<file path="src/sv/cro_pkg.sv">
`timescale 1ns / 1ps
`default_nettype none

package cro_pkg;

  // Defaults for the top-level parameters.
  localparam int VERTEX_COUNT_DEF  = 8;
  localparam int FRACTION_BITS_DEF = 16;

  // Fixed datapath widths.
  localparam int COORD_W   = 32;                  // one stored coordinate
  localparam int COEF_W    = 18;                  // Q1.16 register
  localparam int COEF_BITS = 16;                  // fraction bits of a register
  localparam int SIN_W     = COEF_W + 1;          // sine after optional negation
  localparam int PROD_W    = COORD_W + SIN_W;     // rotation product
  localparam int SUM_W     = PROD_W + 1;          // sum of two products
  localparam int ROT_W     = SUM_W - COEF_BITS;   // sum after the shift
  localparam int PPROD_W   = COORD_W + COEF_W;    // projection product
  localparam int PQ_W      = PPROD_W - COEF_BITS; // projection product after shift
  localparam int PX_W      = PQ_W + 1;            // projected coordinate
  localparam int SCREEN_W  = 11;
  localparam int REG_IDX_W = 2;
  localparam int CUBE_SIDE = 100;

  // Register indexes.
  localparam logic [REG_IDX_W-1:0] REG_COS = 2'd0;
  localparam logic [REG_IDX_W-1:0] REG_SIN = 2'd1;
  localparam logic [REG_IDX_W-1:0] REG_KX  = 2'd2;
  localparam logic [REG_IDX_W-1:0] REG_KY  = 2'd3;

  // Register reset values.
  localparam logic [COEF_W-1:0] COS_RESET = 18'd56749;
  localparam logic [COEF_W-1:0] SIN_RESET = 18'd32780;
  localparam logic [COEF_W-1:0] KX_RESET  = 18'd32732;
  localparam logic [COEF_W-1:0] KY_RESET  = 18'd18907;

  // Axis codes of a command.
  localparam logic [1:0] AXIS_X    = 2'd0;
  localparam logic [1:0] AXIS_Y    = 2'd1;
  localparam logic [1:0] AXIS_Z    = 2'd2;
  localparam logic [1:0] AXIS_NONE = 2'd3;

  localparam logic [SCREEN_W-1:0] SCREEN_MAX = 11'h3FF;
  localparam logic [SCREEN_W-1:0] SCREEN_MIN = 11'h400;

  typedef struct packed {
    logic [1:0] axis;
    logic       direction;
  } cro_cmd_t;

  typedef struct packed {
    logic [2:0]          vertex_index;
    logic [SCREEN_W-1:0] screen_x;
    logic [SCREEN_W-1:0] screen_y;
    logic                last_vertex;
  } cro_result_t;

  typedef struct packed {
    logic [COORD_W-1:0] x;
    logic [COORD_W-1:0] y;
    logic [COORD_W-1:0] z;
  } vertex_t;

  // Control that travels with a vertex down the pipeline.
  typedef struct packed {
    logic valid;
    logic last;
  } cro_tag_t;

  // Cube corner that a vertex holds after reset.
  function automatic vertex_t cube_corner(input int unsigned idx, input int unsigned fb);
    logic [COORD_W-1:0] side;
    logic [1:0]         m;
    vertex_t            v;
    side = COORD_W'(CUBE_SIDE) << fb;
    m    = idx[1:0];
    v.x  = (m == 2'd1 || m == 2'd2) ? side : '0;
    v.y  = m[1] ? side : '0;
    v.z  = idx[2] ? side : '0;
    return v;
  endfunction

  // Clamp a shifted sum to the signed 32-bit range.
  function automatic logic [COORD_W-1:0] sat_coord(input logic [ROT_W-1:0] v);
    logic [ROT_W-COORD_W:0] top;
    top = v[ROT_W-1:COORD_W-1];
    if (&top || ~|top) begin
      return v[COORD_W-1:0];
    end else if (v[ROT_W-1]) begin
      return {1'b1, {(COORD_W-1){1'b0}}};
    end else begin
      return {1'b0, {(COORD_W-1){1'b1}}};
    end
  endfunction

endpackage

`default_nettype wire

</file>
<file path="src/sv/cro_project.sv">
`timescale 1ns / 1ps
`default_nettype none

module cro_project
  import cro_pkg::*;
#(
  parameter int IDX_W         = 3,
  parameter int FRACTION_BITS = 16
) (
  input  wire logic              clk,
  input  wire logic              rst,
  input  wire logic [COEF_W-1:0] proj_kx,
  input  wire logic [COEF_W-1:0] proj_ky,
  input  wire cro_tag_t          tag_in,
  input  wire logic [IDX_W-1:0]  idx_in,
  input  wire vertex_t           vert_in,
  output logic                   strobe,
  output cro_result_t            result
);

  localparam int TW = PX_W - FRACTION_BITS;

  logic [PPROD_W-1:0] z_ext, kx_ext, ky_ext;

  cro_tag_t           tag_m;
  logic [IDX_W-1:0]   idx_m;
  logic [COORD_W-1:0] x_m, y_m;
  logic [PPROD_W-1:0] qx, qy;

  logic [PX_W-1:0]     px, py;
  logic [SCREEN_W-1:0] sx, sy;

  assign z_ext  = {{(PPROD_W-COORD_W){vert_in.z[COORD_W-1]}}, vert_in.z};
  assign kx_ext = {{(PPROD_W-COEF_W){proj_kx[COEF_W-1]}}, proj_kx};
  assign ky_ext = {{(PPROD_W-COEF_W){proj_ky[COEF_W-1]}}, proj_ky};

  always_ff @(posedge clk) begin
    if (rst) begin
      tag_m <= '0;
    end else begin
      tag_m <= tag_in;
    end
    idx_m <= idx_in;
    x_m   <= vert_in.x;
    y_m   <= vert_in.y;
    qx    <= z_ext * kx_ext;
    qy    <= z_ext * ky_ext;
  end

  assign px = {{(PX_W-COORD_W){x_m[COORD_W-1]}}, x_m}
            + {qx[PPROD_W-1], qx[PPROD_W-1:COEF_BITS]};
  assign py = {{(PX_W-COORD_W){y_m[COORD_W-1]}}, y_m}
            + {qy[PPROD_W-1], qy[PPROD_W-1:COEF_BITS]};

  // Drop the fraction toward zero, then clamp to the screen range.
  function automatic logic [SCREEN_W-1:0] to_screen(input logic [PX_W-1:0] v);
    logic [TW-1:0]          t;
    logic [TW-SCREEN_W:0]   top;
    t   = v[PX_W-1:FRACTION_BITS] + TW'(v[PX_W-1] && (|v[FRACTION_BITS-1:0]));
    top = t[TW-1:SCREEN_W-1];
    if (&top || ~|top) begin
      return t[SCREEN_W-1:0];
    end else if (t[TW-1]) begin
      return SCREEN_MIN;
    end else begin
      return SCREEN_MAX;
    end
  endfunction

  assign sx = to_screen(px);
  assign sy = to_screen(py);

  always_ff @(posedge clk) begin
    if (rst) begin
      strobe <= 1'b0;
    end else begin
      strobe <= tag_m.valid;
    end
    result.vertex_index <= 3'(idx_m);
    result.screen_x     <= sx;
    result.screen_y     <= sy;
    result.last_vertex  <= tag_m.last;
  end

endmodule

`default_nettype wire

</file>
<file path="config.mk">
export PLATFORM = sky130hd
export DESIGN_NAME = cro_project
export DESIGN_NICKNAME = d
export VERILOG_FILES = /design/src/sv/cro_pkg.sv /design/src/sv/cro_project.sv
export SDC_FILE = /design/constraint.sdc
export NUM_CORES = 2
export LEC_CHECK = 0
export ABC_CLOCK_PERIOD_IN_PS = 14150
export BUFFER_PORTS_ARGS = -buffer_cell sky130_fd_sc_hd__buf_2
export CAP_MARGIN = 15
export CELL_PAD_IN_SITES_DETAIL_PLACEMENT = 1
export CELL_PAD_IN_SITES_GLOBAL_PLACEMENT = 1
export CORE_AREA = 2 2 428 387
export CTS_BUF_LIST = sky130_fd_sc_hd__clkbuf_4 sky130_fd_sc_hd__clkbuf_8 sky130_fd_sc_hd__clkbuf_16
export DETAILED_ROUTE_END_ITERATION = 10
export DIE_AREA = 0 0 430 389
export GPL_TIMING_DRIVEN = 0
export PLACE_DENSITY_LB_ADDON = 0.05
export SETUP_SLACK_MARGIN = 0.05
export SKIP_LAST_GASP = 1
export SLEW_MARGIN = 15
export SYNTH_ARGS = -nofsm -noshare
export SYNTH_HDL_FRONTEND = slang
export SYNTH_SLANG_ARGS = --single-unit
</file>
<file path="constraint.sdc">
create_clock -name clk -period 14.15 [get_ports clk]
set_input_delay 0.7075 -clock clk [delete_from_list [all_inputs] [get_ports clk]]
set_output_delay 0.7075 -clock clk [all_outputs]
set_load 0.02 [all_outputs]
</file>
; ---- Word-level counts from Yosys, hierarchy flattened
; Index checks and enable logic that the tools add are counted.
[word_totals]
wordCells = 34
inputBits = 139
out_inout_bits = 27
ff_bits = 196
[op_classes]
reduce_logical = 12
multipliers = 2
add_sub_neg = 4
muxes = 4
[op_table]
columns = cell, n
row1 = multiplier 32 x 18 -> 50 bit, 2
row2 = adder 32 x 34 -> 35 bit, 2
row3 = two-way mux 11 bit, 4
row4 = adder 19 x 1 -> 19 bit, 2
row5 = OR reduction 16 bit, 2
row6 = AND reduction 9 bit, 2
row7 = OR reduction 9 bit, 2
row8 = logical AND 1 bit, 2
row9 = zero test 1 bit, 2
row10 = logical OR 1 bit, 2

; ---- Longest topological paths before layout
[logic_depth]
ltp_word = 8
ltp_mapped = 29
depth_no_buf = 27

; ---- Least setup slack after synthesis
; OpenSTA, ideal clock, no wires.
[synth_timing]
path_kind = input -> register
from = input vert_in[7] in the netlist's numbering
to = register qy[49]
path_slack_ns = 7.224
path_buffers = 2
arrival_ns = 6.854
setup_time_ns = 0.072
path_stages = 27
required_time_ns = 14.078
cell_sequence = clkbuf_1 -> clkbuf_1 -> nand2_1 -> fa_1 -> inv_1 -> fa_1 -> inv_1 -> fa_1 -> inv_1 -> fa_1 -> fa_1 -> inv_1 -> fa_1 -> inv_1 -> ha_1 -> o21a_1 -> o211ai_1 -> a21boi_0 -> o21ai_0 -> o21ai_0 -> a21oi_1 -> o21ai_0 -> a31oi_1 -> nand2_1 -> a221o_1 -> a21oi_1 -> xnor2_1
[synth_between]
elab_chain_cells = 1
[synth_rtl]
columns = element, line_no
row1 = from (decl), cro_project.sv:16  ; input wire vertex_t vert_in,
row2 = multiplier 32 x 18 -> 50 bit, cro_project.sv:47  ; qy <= z_ext * ky_ext;
row3 = to (signal assigned), cro_project.sv:47
row4 = to (decl), cro_project.sv:28  ; logic [PPROD_W-1:0] qx, qy;
; No other way between the ends.
; A chain may end at the register's enable or synchronous reset.

; ---- Worst setup path in the final report
[layout_timing]
from = input vert_in[13] in the netlist's numbering
to = register qy[49]
; The elaborated chain is that of the path after synthesis.

==> flow_summary.json <==
{
  "die_y_um": 389,
  "relSlewSlack_pct": 11.3,
  "yosysUniqueCellTypes": 96,
  "crit_path_end_kind": "register",
  "synth_enable_flop_cells": 0,
  "grt_pass1_wl_um": 255000,
  "num_rows": 141,
  "tightest_slew_ns": 1.33,
  "post-dp-hpwl_um": 145000,
  "required_ns": 14.59,
  "hold_viol": 0,
  "cts_buffers": 17,
  "start_util_pct": 28.8,
  "arrival_ns": 9.56,
  "hold_buffers": 0,
  "grt_max_degree": 17,
  "rsz0062_at_grt": "no",
  "hold_class": "in -> reg",
  "die-width_um": 430,
  "fin_tns_setup_ns": 0,
  "period_minus_slack_ns": 9.13,
  "io_buffers": 136,
  "syn_avg_cell_area_um2": 8.96,
  "antenna_found_initial": 40,
  "grtUsageMet2_pct": 34.4,
  "wl_per_cell_um": 22.4,
  "fin_nets": 6944,
  "cts_sinks": 164,
  "grt.total_usage_pct": 21.0,
  "grtUsageMet3_pct": 3.10,
  "clk_pin_slew_worst_paths_ns": 0.08,
  "synthFlopType": "dfxtp_1",
  "htreeDepth": 4,
  "drv_cap": 0,
  "die_area_um2": 167000,
  "synth_nets": 6789,
  "tritoncts": "built",
  "overflow": 0,
  "worst-setup-path-type": "in -> reg",
  "post_cts_buffers": 0,
  "synthToLayoutAreaGrowth_pct": 8.41,
  "synth_warnings": 0,
  "max_stage_delay_ns": 1.05,
  "drive_above_1_share_pct": 4.35,
  "post_cts_resized": 0,
  "synth_seq_cells": 164,
  "setup_viol": 0,
  "fin_crit_sh_pct": 64.5,
  "first_pass_iters": 5,
  "via_per_inst": 4.65,
  "clk-insertion-delay-late_ns": 0.57,
  "ys_seq_area_share_pct": 6.99,
  "crit_fanout": 10,
  "status": "complete, no violations",
  "num_io_pins": 166,
  "fill_cells": 19200,
  "slowest_stage": "clkbuf_1",
  "synth.top_cells.by_area": "fa_1, inv_1, ha_1",
  "drc": 0,
  "wl_um": 170000,
  "first_global_vias": 38700,
  "cpLargestDelayFamily": "adder cells",
  "num_vias": 35200,
  "path_buf_inv": 5,
  "antenna_left": 0,
  "synthCells": 5240,
  "finClkSkew_ns": 0.0444,
  "syn-cell-area_um2": 46900,
  "synth_top_area_cell": "fa_1",
  "coreArea_um2": 163000,
  "start_kind": "input port",
  "clockBufferDepth": 2,
  "met1_usage_pct": 29.8,
  "place_congestion": 0.854,
  "synth_top_area_share_pct": 47.2,
  "synthArstFlopShare_pct": 0,
  "fmax_ghz": 0.110,
  "grt-busiest-layer": "met2",
  "drtIter0Drc": 1603,
  "slew_viol_final": 0,
  "root_buffer": "clkbuf_16",
  "crit_top_cell": "fa_1"
}
## sequential cells by signal, indices dropped and copies added, names as in the netlist
name and count:
idx_m 3, qx 34, qy 34, result 26, strobe 1, tag_m 2, x_m 32, y_m 32
## stage by stage
stage | hold WS (ns) | setup WS, ns | area [um2] | cells | utilization [%]
6_report | 0.269 | 5.02 | 50900 | 7563 | 31.2
5_1_grt | 0.225 | 4.56 | 50900 | 7553 | 31.2
4_1_cts | 0.208 | 5.01 | 50900 | 7553 | 31.2
3_5_place_dp | 0.315 | 4.44 | 50300 | 7521 | 30.8
3_3_place_gp | 0.314 | 4.39 | 50300 | 7521 | 30.8
2_1_floorplan | 0.310 | 7.22 | 46900 | 5240 | -
## path summary, 6_finish.rpt
kind	from	slack, ns	end	cells after the start
setup / recovery	vert_in[13]	5.02	qy[49]	25
hold / removal	vert_in[44]	0.27	y_m[12]	1
setup reg to reg	y_m[0]	7.66	result[3]	22
hold reg to reg	idx_m[0]	0.33	result[23]	0
## metal layers
layer	wire length (um)	vias to the layer above
met2	79100	629
met4	2020	12
li1	-	15800
met5	78	-
met1	80400	18700
met3	7940	84
## cell usage in the layout, fill, tap and decap left out, types with 6 or more instances in the layout
| master | count |
|---|---|
| nand2b_1 | 28 |
| a2bb2o_1 | 7 |
| a211oi_1 | 15 |
| o21ai_0 | 79 |
| o21a_1 | 23 |
| a31o_2 | 8 |
| mux2i_1 | 8 |
| and3_1 | 15 |
| nand4_1 | 26 |
| and2_1 | 443 |
| buf_2 | 148 |
| a21oi_1 | 136 |
| nor3_1 | 32 |
| or3_1 | 7 |
| ha_1 | 304 |
| buf_1 | 8 |
| a21o_1 | 45 |
| inv_6 | 7 |
| clkbuf_16 | 17 |
| nor2_1 | 148 |
| xnor2_1 | 100 |
| fa_1 | 1106 |
| dfxtp_1 | 164 |
| nor4_1 | 10 |
| a31oi_1 | 12 |
| nand2_1 | 740 |
| diode_2 | 10 |
| and4_1 | 6 |
| o211ai_1 | 10 |
| o22ai_1 | 8 |
| nand3_1 | 31 |
| xor2_1 | 55 |
| clkbuf_1 | 238 |
| inv_1 | 1235 |
| o21bai_1 | 11 |
| nor2b_1 | 34 |
## synthesized netlist by cell type (5+ instances only)
cell type / number
o21ai_0: 79
a211o_1: 5
nand2_1: 740
nand2b_1: 28
xor2_1: 55
nand4_1: 26
a41oi_1: 5
or3_1: 7
xnor2_1: 100
ha_1: 304
a2bb2o_1: 7
and4_1: 6
inv_1: 1235
and2_1: 443
o22ai_1: 8
nor2_1: 148
a211oi_1: 15
o211ai_1: 10
nor3_1: 32
o31ai_1: 5
nor4b_1: 5
clkbuf_1: 238
a31o_2: 8
a21o_1: 45
and3_1: 15
a31oi_1: 12
or2_2: 5
dfxtp_1: 164
nor2b_1: 34
mux2i_1: 8
fa_1: 1106
a21oi_1: 136
nand3_1: 31
nor4_1: 10
buf_1: 8
buf_2: 12
o21a_1: 23
o31a_1: 5
o21bai_1: 11
## cell type report
cell class | instances | area [um2] | share of cell area, %
multi-input combinational | 3579 | 38000 | 74.7
inverter | 1236 | 4640 | 9.12
sequential | 164 | 3280 | 6.45
tap | 2145 | 2680 | 5.27
buffer | 261 | 1010 | 1.99
timing repair buffer | 136 | 681 | 1.34
clock buffer | 19 | 447 | 0.878
clock inverter | 13 | 113 | 0.221
antenna | 10 | 25.0 | 0.0492
## kinds of logic (layout without fill, tap and decap cells)
logic type                 count (synthesis)  in the layout  synth area share (%)
buffers and inverters                   1497           1665                  12.0
xor gates and xnor gates                 156            156                  2.93
other                                      0             10                     0
and+or+nand+nor                         1558           1558                  16.1
muxes                                      8              8                 0.171
DFF                                      164            164                  6.99
adders and majority gates               1410           1410                  55.3
AOI/OAI and AO/OA                        447            447                  6.49
Power is not shown: default switching activity piles up to over one toggle a cycle in this logic, so the estimate is an artifact.
