[config.mk]
export PLATFORM = sky130hd
export DESIGN_NAME = cro_ram
export DESIGN_NICKNAME = d
export VERILOG_FILES = /design/src/sv/cro_ram.sv
export SDC_FILE = /design/constraint.sdc
export NUM_CORES = 1
export LEC_CHECK = 0
export BUFFER_PORTS_ARGS = -buffer_cell sky130_fd_sc_hd__buf_4
export CAP_MARGIN = 25
export CORE_ASPECT_RATIO = 1.4
export CORE_MARGIN = 8
export CORE_UTILIZATION = 45
export CTS_CLUSTER_DIAMETER = 200
export DETAILED_ROUTE_END_ITERATION = 16
export GPL_TIMING_DRIVEN = 0
export MAX_ROUTING_LAYER = met4
export PLACE_DENSITY = 0.69
export SETUP_SLACK_MARGIN = 0.2
export SLEW_MARGIN = 20
export SYNTH_ARGS = -nofsm -noshare
export SYNTH_HDL_FRONTEND = slang
export SYNTH_SLANG_ARGS = --single-unit
[constraint.sdc]
create_clock -name clk -period 8.1 [get_ports clk]
set_input_delay 0.405 -clock clk [delete_from_list [all_inputs] [get_ports clk]]
set_output_delay 0.405 -clock clk [all_outputs]
set_load 0.05 [all_outputs]
[src/sv/cro_ram.sv]
`timescale 1ns / 1ps
`default_nettype none

module cro_ram #(
  parameter int WIDTH = 96,
  parameter int DEPTH = 8
) (
  input  wire logic                     clk,
  input  wire logic                     we,
  input  wire logic [$clog2(DEPTH)-1:0] waddr,
  input  wire logic [WIDTH-1:0]         wdata,
  input  wire logic                     re,
  input  wire logic [$clog2(DEPTH)-1:0] raddr,
  output logic      [WIDTH-1:0]         rdata
);

  logic [WIDTH-1:0] mem [DEPTH];

  always_ff @(posedge clk) begin
    if (we) begin
      mem[waddr] <= wdata;
    end
    if (re) begin
      rdata <= mem[raddr];
    end
  end

endmodule

`default_nettype wire

# Word-level counts from Yosys, hierarchy flattened
# Memory sizes are Yosys's and may differ from the RTL's. A register that Yosys moved wholly into a read port is not among the register bits.
# Index checks and enable logic that the tools add are counted.
[totals] regBits=0 latchBits=0 ram_bits=768 mem_bits_ro=0 out_inout_bits=96 memories=1
[classes] add_sub_neg=0 multipliers=0 n_div=0 magnitude_cmp=0 n_eq_ne=0 n_shift=0 mux=2 bitwise_logic=0 reduce_logical=0
[mem_list] memory="mem" words=8 word_bits=96 rd=1 rd_ports_with_merged_regs=1 wr=1 line_no="17" source="logic [WIDTH-1:0] mem [DEPTH];"
[ops] operator="$mux W1" n=2

# Logic depth before layout (Yosys ltp)
# Gate-level depths: netlist (run 1).
[depth] word_depth=2 depth_mapped=5

# Worst setup path before layout (run 1)
# No wires, ideal clock.
[synth_path] path_type="input-to-reg" start="input port waddr[2]" end="memory mem[0][0] (enable)" arrival_time_ns=7.079 required_time_ns=7.430 setup_slack_ns=0.351 stages=2 cell_sequence="nand2b_1 nor3_1"
[synth_lines] item="from (decl)" line_no="10" source="input wire logic [$clog2(DEPTH)-1:0] waddr,"
[synth_lines] item="to (decl)" line_no="17"
# No word-level cell before the write port.

# Worst setup path after layout (run 1)
[layout_path] start="input port we" end="memory mem[4][15] (enable)"
[layout_via] elab_chain_cells=2
[layout_lines] item="from (decl)" line_no="9" source="input wire logic we,"
[layout_lines] item="$mux W1" line_no="20" source="if (we) begin"
[layout_lines] item="$mux W1 (not written as such)" line_no="21" source="mem[waddr] <= wdata;"
# Every way passes these cells.

==> results of run 1 <==
sequential cells by signal (all words and copies together) (netlist names):
signal and count:
rdata 96, mem 768
where the power goes:
group / switching (W) / leakage, nW / total, W / internal (W)
Clock: 0.00158 / 1.21 / 0.00360 / 0.00201
Combinational: 0.000407 / 3.67 / 0.000721 / 0.000314
Sequential: 0.0000462 / 7.92 / 0.00515 / 0.00511
Total: 0.00203 / 12.8 / 0.00947 / 0.00744
per-layer routing:
metal	wire, um	vias to the layer above
met5	0	-
met4	1290	0
met3	2990	81
met2	34400	363
met1	27600	7503
li1	-	6149
critical path, delay by kind of cell:
kind / cells / cell delay (ns)
buffers and inverters: 6 / 1.20
AND/OR/NAND/NOR: 2 / 0.75
worst paths after layout:
path | from | endpoint | slack (ns) | cells past startpoint
worst max-delay path | we | mem[4][15]$_DFFE_PP_ | 6.05 | 8
worst min register to register | mem[4][82]$_DFFE_PP_ | rdata[82]$_DFFE_PP_ | 0.75 | 2
worst max register to register | mem[7][77]$_DFFE_PP_ | rdata[77]$_DFFE_PP_ | 6.68 | 2
worst min-delay path | waddr[0] | mem[0][78]$_DFFE_PP_ | 0.15 | 2
layout by cell type, fill, tap and decap left out:
master / count
clkinv_1: 17
mux4_2: 192
dlygate4sd3_1: 96
clkbuf_16: 83
edfxtp_1: 864
nand2_1: 2
inv_6: 5
buf_12: 16
nor2_4: 6
bufinv_16: 4
buf_4: 222
buf_1: 10
clkinv_2: 14
nor3_2: 2
diode_2: 4
clkinv_4: 1
buf_2: 4
clkbuf_1: 40
clkinvlp_4: 4
mux2_2: 96
buf_16: 18
nand2b_1: 3
buf_6: 28
stage by stage:
step           total power [W]   util  worst slack [ns]
2_1_floorplan          0.00565      -             0.351
3_3_place_gp           0.00591  0.491             -6.93
3_5_place_dp           0.00594  0.508              5.30
4_1_cts                0.00957  0.557              5.95
5_1_grt                0.00976  0.557              5.93
6_report               0.00947  0.557              6.05
cell type report:
cell class | instances | area, um2 | area share
antenna | 4 | 10.0 | 0.000256
clock buffer | 103 | 2150 | 0.0551
tap | 936 | 1170 | 0.0300
buffer | 54 | 358 | 0.00917
sequential | 864 | 25900 | 0.665
clock inverter | 45 | 337 | 0.00862
multi-input combinational | 301 | 5520 | 0.141
timing repair buffer | 360 | 3530 | 0.0905
cell families after synthesis:
logic type / count (synthesis) / synth area share
DFF: 864 / 0.817
muxes: 288 / 0.170
buffers and inverters: 54 / 0.0113
and+or+nand+nor: 13 / 0.00185
==> reports/metrics.cfg, run 1 <==
[synth]
syn_avg_cell_area_um2=26.1
ys_ff_latch=864
synth_top_cells_by_count=edfxtp_1 (864), mux4_2 (192), mux2_2 (96), buf_6 (20), clkbuf_1 (20)
syn_area_mm2=0.0318
syn-num-nets=1324
ys.flop_type=edfxtp_1
synthCells=1219
synth-edff-count=864
synth_top_area_frac=0.817
synth_area_leader_cell=edfxtp_1
ys_seq_area_frac=0.817
synth_warnings=0
ys_async_sr_fraction=0
yosysUniqueCellTypes=11
yosys-top-cells-area=edfxtp_1 (82%), mux4_2 (14%), mux2_2 (3.4%)
synth.most_common_cell=edfxtp_1

[route]
via_count=14096
first_iter_violations=1109
first_pass_iters=5
postRouteAntennaNets=0
routedWlPerCell_um=24.8
drc=0
via_per_inst=5.29
drt-total-wl_um=66300

[die]
num_io_pins=201
fp.dieH_um=330
rows=115
dieWidth_um=241
start_util=0.453
die_area_mm2=0.0795
core_area_mm2=0.0701

[grt]
met3_usage=0.0264
grt-busiest-layer=met2
grt_use_met1=0.226
grt-ovfl-total=0
grt_max_degree=53
use_met2=0.289
grt_pass1_vias=15412
antenna_found_initial=4
grt_pass1_wl_um=99600
grtUsageTotal=0.175

[timing]
rsz0062_at_grt=false
finalHoldViolations=0
relSlewSlack=0.465
worst_pin_slew_ns=0.802
slew_violations=0
finalCritPeriodShare=0.254
fmax_ghz=0.487
setup_viol=0
fin_crit_ns=2.05
setup_tns_ns=0
holdWs_ns=0.151
clock_skew_ns=0.0189

[setup_path]
worstPathRequired_ns=8.42
cp_slowest_stage_delay_ns=0.55
critPathMaxFanout=8
cp_cell_sequence=buf_4, nand2_1, nor3_2, buf_4, buf_4, buf_4, buf_4, buf_4
critPathLaunchType=input pin
critPathSlowestCell=nor3_2
cp_data_arrival_time_ns=2.38
cpMostUsedCell=buf_4
worst_setup_path_end_kind=register
worstSetupPathType=input pin to register

[clocking]
cts_buffers=81
cts_root_buf=clkbuf_16
ctsHtreeMaxLevel=3
clk_latency_ns=0.63
clock_sinks=864
cts_max_path_buffers=3
cts_setup_buffers=0
ctsResizeCount=0
hold_buffers=96
cts_tree=done
clk_pin_slew_ns=0.06

[finish]
area_delta_synth_final_pct=22.8
final_area_mm2=0.0390
fin_cells=2667
filler_cell_count=5165
drive_gt1_frac=0.402
nNetsFinal=1767

[place]
placed_cells=2419
gp_congestion=0.723
placed_area_mm2=0.0356
io_buffers=197
hpwlAfterDp_um=42400

[power]
p_per_area_mw_per_mm2=243
power_leakage_nw=12.8
irDropWorstVdd_mv=0.164

[flow_run]
cap_viol_max_count=0

[run_status]
status=complete, no violations

[hold_path]
min_path_type=input pin to register

Note: power is estimated with default switching activity, not from simulation.
==> run 2, diff against run 1 <==
--- a/config.mk
+++ b/config.mk
@@ -14,7 +14,7 @@
 export DETAILED_ROUTE_END_ITERATION = 16
 export GPL_TIMING_DRIVEN = 0
 export MAX_ROUTING_LAYER = met4
-export PLACE_DENSITY = 0.69
+export PLACE_DENSITY = 0.67
 export SETUP_SLACK_MARGIN = 0.2
 export SLEW_MARGIN = 20
 export SYNTH_ARGS = -nofsm -noshare
==> constraint.sdc (replaced) <==
create_clock -name clk -period 2 [get_ports clk]
set_input_delay 0.1 -clock clk [delete_from_list [all_inputs] [get_ports clk]]
set_output_delay 0.1 -clock clk [all_outputs]
set_load 0.05 [all_outputs]
==> run 2 against run 1 <==
Hold slack worse by 0.069 ns. Clock skew down 0.0040 ns. Register-to-register slack worse by 6.1 ns. Critical path depth down 2. First-iteration DRC count down 2.3%. Via count up 0.96%. Sequential power rose to 4.1 times the previous value. Sequential cell count unchanged. Sequential share of layout area down 0.50 points. Non-clock buffer count up 7. Combinational power rose to 4.1 times the previous value. Largest cell class unchanged.
==> reports/metrics.cfg, run 2 (same netlist as run 1, synthesis figures left out) <==
[die]
core_area_mm2=0.0701  ; unchanged
rows=115  ; unchanged
fp.dieH_um=330  ; unchanged
num_io_pins=201  ; unchanged
dieWidth_um=241  ; unchanged
start_util=0.453  ; unchanged
die_area_mm2=0.0795  ; unchanged

[finish]
final_cell_mix=edfxtp_1 (864), buf_4 (206), mux4_2 (192)
drive_gt1_frac=0.402  ; -0.000579
nNetsFinal=1771  ; +0.23%
top_regs=mem (768), rdata (96)
post-route-util=0.561  ; +0.00421
filler_cell_count=5161  ; -0.077%
top_register=mem
area_delta_synth_final_pct=23.8
multi_input_area_mm2=0.00559  ; +1.2%
mostFrequentLayoutCell=edfxtp_1
seq_area_mm2=0.0259  ; unchanged
largest_reg_flops=768  ; unchanged

[route]
drc=0  ; unchanged
via_per_inst=5.33  ; +0.85%
first_pass_iters=5  ; unchanged
postRouteAntennaNets=0  ; unchanged
via_count=14232  ; +0.96%
first_iter_violations=1083  ; -2.3%
routedWlPerCell_um=25.0  ; +0.63%
drt-total-wl_um=66800  ; +0.75%

[setup_path]
critPathLaunchType=input pin
worstPathRequired_ns=2.33  ; -6.09 ns
critPathMaxFanout=18  ; +10
worstSetupPathType=input pin to register
cp_data_arrival_time_ns=2.04  ; -0.34 ns
r2r_cells=2  ; unchanged
worst_setup_path_end_kind=register

[timing]
clock_skew_ns=0.0148  ; -0.00403 ns
finalWorstSetupSlack_ns=0.287  ; -5.76 ns
finalCritPeriodShare=0.857
fmax_ghz=0.584
worst_pin_slew_ns=0.932  ; +0.130 ns
slew_violations=0  ; unchanged
fin_crit_ns=1.71
relSlewSlack=0.377  ; -0.0886
finalHoldViolations=0  ; unchanged
rsz0062_at_grt=false
setup_viol=0  ; unchanged

[power]
irDropWorstVdd_mv=0.570  ; +250%
p_per_area_mw_per_mm2=989  ; +310%
power_leakage_nw=12.9  ; +0.86%

[grt]
grt-ovfl-total=0  ; unchanged
grt_max_degree=54  ; +1.9%
grtUsageTotal=0.176  ; +0.000753
grt_pass1_wl_um=99400  ; -0.14%
grt_pass1_vias=15500  ; +0.57%
antenna_found_initial=7  ; +3

[clocking]
ctsHtreeMaxLevel=3  ; unchanged
clk_latency_ns=0.63  ; about the same
clk_pin_slew_ns=0.06  ; about the same
cts_tree=done
clock_sinks=864  ; unchanged
cts_max_path_buffers=3  ; unchanged
cts_root_buf=clkbuf_16
cts_buffers=78  ; -3.7%

[flow_run]
cap_viol_max_count=0  ; unchanged

[place]
gp_congestion=0.702  ; -2.9%
dp_slack_ns=-0.486  ; -5.78 ns
io_buffers=197  ; unchanged
hpwlAfterDp_um=41600  ; -1.8%

[run_status]
status=complete, no violations

[hold_path]
min_path_type=input pin to register
holdPathStages=3  ; +1

[run 2: per-stage QoR]
stage | hold slack, ns | total power [W] | instance area (um2) | TNS (ns) | cells
after floorplan | 0.199 | 0.0229 | 31900 | -238.75 | 1219
after global placement | 0.327 | 0.0239 | 34500 | -1717.74 | 2352
after detailed placement | 0.333 | 0.0241 | 35600 | -30.84 | 2402
after CTS | 0.0377 | 0.0393 | 39200 | 0 | 2653
after global routing | 0.0698 | 0.0401 | 39300 | 0 | 2670
final | 0.0816 | 0.0389 | 39300 | 0 | 2670
[run 2: what timing repair did]
action,4_1_cts,5_1_grt
hold buffers,110,0
pin swaps,0,2
resized for setup,2,2
setup endpoints to repair,5,42
hold endpoints to repair,845,0
buffers inserted,0,10
[run 2: metal layers]
metal / part of all wire / track usage / wire, um / vias to the layer above
met5: 0 / - / 0 / -
li1: - / - / - / 6172
met2: 0.52 / 0.290 / 34400 / 341
met1: 0.42 / 0.223 / 27700 / 7624
met4: 0.025 / 0.0600 / 1650 / 0
met3: 0.044 / 0.0280 / 2940 / 95
[run 2: final timing paths]
kind,end,slack (ns),start
worst max-delay path,mem[7][88]$_DFFE_PP_,0.29,waddr[1]
worst min-delay path,mem[2][65]$_DFFE_PP_,0.08,we
worst min register to register,rdata[28]$_DFFE_PP_,0.76,mem[6][28]$_DFFE_PP_
worst max register to register,rdata[68]$_DFFE_PP_,0.56,mem[5][68]$_DFFE_PP_
[run 2: area by class of cell]
type	count	share of cell area
antenna	7	0.000445
buffer	54	0.00920
clock buffer	104	0.0543
clock inverter	37	0.0109
multi-input combinational	301	0.142
sequential	864	0.660
tap	936	0.0298
timing repair buffer	367	0.0934
[run 2: power by group]
part           switching (W)  internal [W]
sequential          0.000186        0.0207
combinational        0.00166       0.00129
clock                0.00636       0.00870
[run 2: worst max-delay path, cell delays in order]
cell           delay (ns)
buf_4                0.15
dlygate4sd3_1        0.69
nand2_8              0.08
nor2_4               0.52
buf_12               0.27
buf_12               0.20
==> run 3, diff against run 2 <==
==> constraint.sdc (replaced) <==
create_clock -name clk -period 2 [get_ports clk]
set_input_delay 0.4 -clock clk [delete_from_list [all_inputs] [get_ports clk]]
set_output_delay 0.4 -clock clk [all_outputs]
set_load 0.05 [all_outputs]
==> run 3 against run 2 <==
Routed wire length is 0.55% lower. Setup slack worse by 0.041 ns. Largest power group unchanged. Hold slack better by 0.16 ns. Combinational power is 1% higher. Via count is 0.94% lower. Utilization is 0.20 points lower. Design area is 0.35% lower. Global-route usage is 0.31 points lower. Power is 1.5% lower. Sequential cell count stayed put. Sequential share of layout area is 0.23 points higher.
==> reports/metrics.cfg, run 3 (same netlist as run 1, synthesis figures left out) <==
[die]
dieWidth_um=241  ; unchanged
die_area_mm2=0.0795  ; unchanged
start_util=0.453  ; unchanged
core_area_mm2=0.0701  ; unchanged
rows=115  ; unchanged
fp.dieH_um=330  ; unchanged
num_io_pins=201  ; unchanged

[hold_path]
min_path_type=input pin to register
holdPathStages=2  ; -1

[setup_path]
worstPathRequired_ns=2.36  ; +0.03 ns
cp_data_arrival_time_ns=2.11  ; +0.07 ns
critPathLaunchType=input pin
critPathMaxFanout=10  ; -8
regToRegStartpoint=mem[5][37]$_DFFE_PP_
worst_setup_path_end_kind=register
r2r_cells=2  ; unchanged
r2r-end=rdata[37]$_DFFE_PP_
rrSetupSlack_ns=0.56  ; about the same
endpoint=rdata[94]$_DFFE_PP_
worstSetupPathType=input pin to register
crit_start=raddr[2]

[finish]
fin_cells=2641  ; -1.1%
top_regs=mem (768), rdata (96)
drive_gt1_frac=0.401  ; -0.000560
largest_reg_flops=768  ; unchanged
nNetsFinal=1749  ; -1.2%
area_delta_synth_final_pct=23.3
filler_cell_count=5102  ; -1.1%
top_register=mem
mostFrequentLayoutCell=edfxtp_1
final_cell_mix=edfxtp_1 (864), buf_4 (197), mux4_2 (192)

[power]
irDropWorstVdd_mv=0.714  ; +25%
p_per_area_mw_per_mm2=977  ; -1.2%
power_leakage_nw=12.8  ; -0.53%

[timing]
fin_crit_ns=1.75  ; +0.0414 ns
worst_pin_slew_ns=0.793  ; -0.139 ns
rsz0062_at_grt=false
finalHoldViolations=0  ; unchanged
setup_viol=0  ; unchanged
slew_violations=0  ; unchanged
fmax_ghz=0.570  ; -2.4%
relSlewSlack=0.471  ; +0.0944
finalCritPeriodShare=0.877  ; +0.0207
finalWorstSetupSlack_ns=0.245  ; -0.0414 ns
clock_skew_ns=0.0115  ; -0.00338 ns

[grt]
grt_pass1_vias=15310  ; -1.2%
grt_max_degree=53  ; -1.9%
grt_pass1_wl_um=98300  ; -1.2%
antenna_found_initial=3  ; -4
grt-ovfl-total=0  ; unchanged
grtUsageTotal=0.173  ; -0.00312

[clocking]
cts_buffers=78  ; unchanged
cts_root_buf=clkbuf_16
clk_pin_slew_ns=0.06  ; about the same
clock_sinks=864  ; unchanged
cts_tree=done
cts_max_path_buffers=3  ; unchanged
ctsHtreeMaxLevel=3  ; unchanged
clk_latency_ns=0.61  ; -0.02 ns

[place]
gp_congestion=0.700  ; -0.41%
placed_cells=2404  ; +0.083%
dp_slack_ns=-0.889  ; -0.403 ns
io_buffers=197  ; unchanged
hpwlAfterDp_um=42400  ; +1.7%

[route]
via_count=14098  ; -0.94%
first_iter_violations=985  ; -9.0%
routedWlPerCell_um=25.1  ; +0.55%
via_per_inst=5.34  ; +0.15%
postRouteAntennaNets=0  ; unchanged
drt-total-wl_um=66400  ; -0.55%
drc=0  ; unchanged
first_pass_iters=7  ; +2

[run_status]
status=complete, no violations

[flow_run]
cap_viol_max_count=0  ; unchanged

run 3: changes by cell type in the layout (fill, tap and decap cells not counted), sizes merged:
| cell | delta |
|---|---|
| clkbuf | -5 |
| dlygate4sd3 | -14 |
| diode | -4 |
| clkinv | +12 |
| inv | -2 |
| bufinv | -3 |
| clkinvlp | -3 |
| buf | -10 |
run 3: metrics by stage:
step                 util  TNS [ns]  hold slack [ns]  power, W  cell area, um2
finish              0.559         0            0.246    0.0383           39200
global route        0.559         0            0.233    0.0394           39200
CTS                 0.559         0            0.203    0.0387           39200
detailed placement  0.511   -117.53            0.634    0.0241           35800
global placement    0.496  -2006.17            0.626    0.0240           34700
floorplan               -   -468.64            0.499    0.0229           32100
run 3: final cells by class:
type	instances	area, um2	area share
timing repair buffer	345	3480	0.0889
buffer	54	567	0.0145
antenna	3	7.51	0.000192
clock inverter	41	332	0.00846
sequential	864	25900	0.662
tap	936	1170	0.0299
multi-input combinational	301	5590	0.143
clock buffer	97	2090	0.0533
run 3: how the worst min path moves through the flow:
stage / start / to / slack [ns]
2_1_floorplan: wdata[0] / mem[0][0]$_DFFE_PP_ / 0.50
3_3_place_gp: wdata[85] / mem[6][85]$_DFFE_PP_ / 0.63
3_5_place_dp: wdata[82] / mem[2][82]$_DFFE_PP_ / 0.63
4_1_cts: waddr[1] / mem[4][69]$_DFFE_PP_ / 0.20
5_1_grt: waddr[1] / mem[4][69]$_DFFE_PP_ / 0.23
6_report: waddr[1] / mem[4][66]$_DFFE_PP_ / 0.25
run 3: worst max-delay path: stages:
cell and delay (ns):
buf_2 0.36, buf_1 0.64, mux4_2 0.41, mux2_2 0.30
run 3: what timing repair did:
item | CTS | global route
endpoints found under the setup margin | 40 | 3
hold buffers | 96 | 0
endpoints found under the hold margin | 768 | 0
resized for setup | 6 | 3
setup buffers | 0 | 0
pin swaps | 0 | 0
run 3: layer usage:
metal	GRT usage	wire (um)
met5	-	0
met2	0.290	34600
met3	0.0272	3220
met1	0.220	27400
met4	0.0479	1220
run 3: where the power goes:
| group | leakage (nW) | switching [W] | total, W | internal (W) |
|---|---|---|---|---|
| clock network | 1.19 | 0.00628 | 0.0144 | 0.00815 |
| logic | 3.74 | 0.00167 | 0.00299 | 0.00132 |
| registers | 7.92 | 0.000184 | 0.0209 | 0.0207 |
| total | 12.8 | 0.00813 | 0.0383 | 0.0302 |
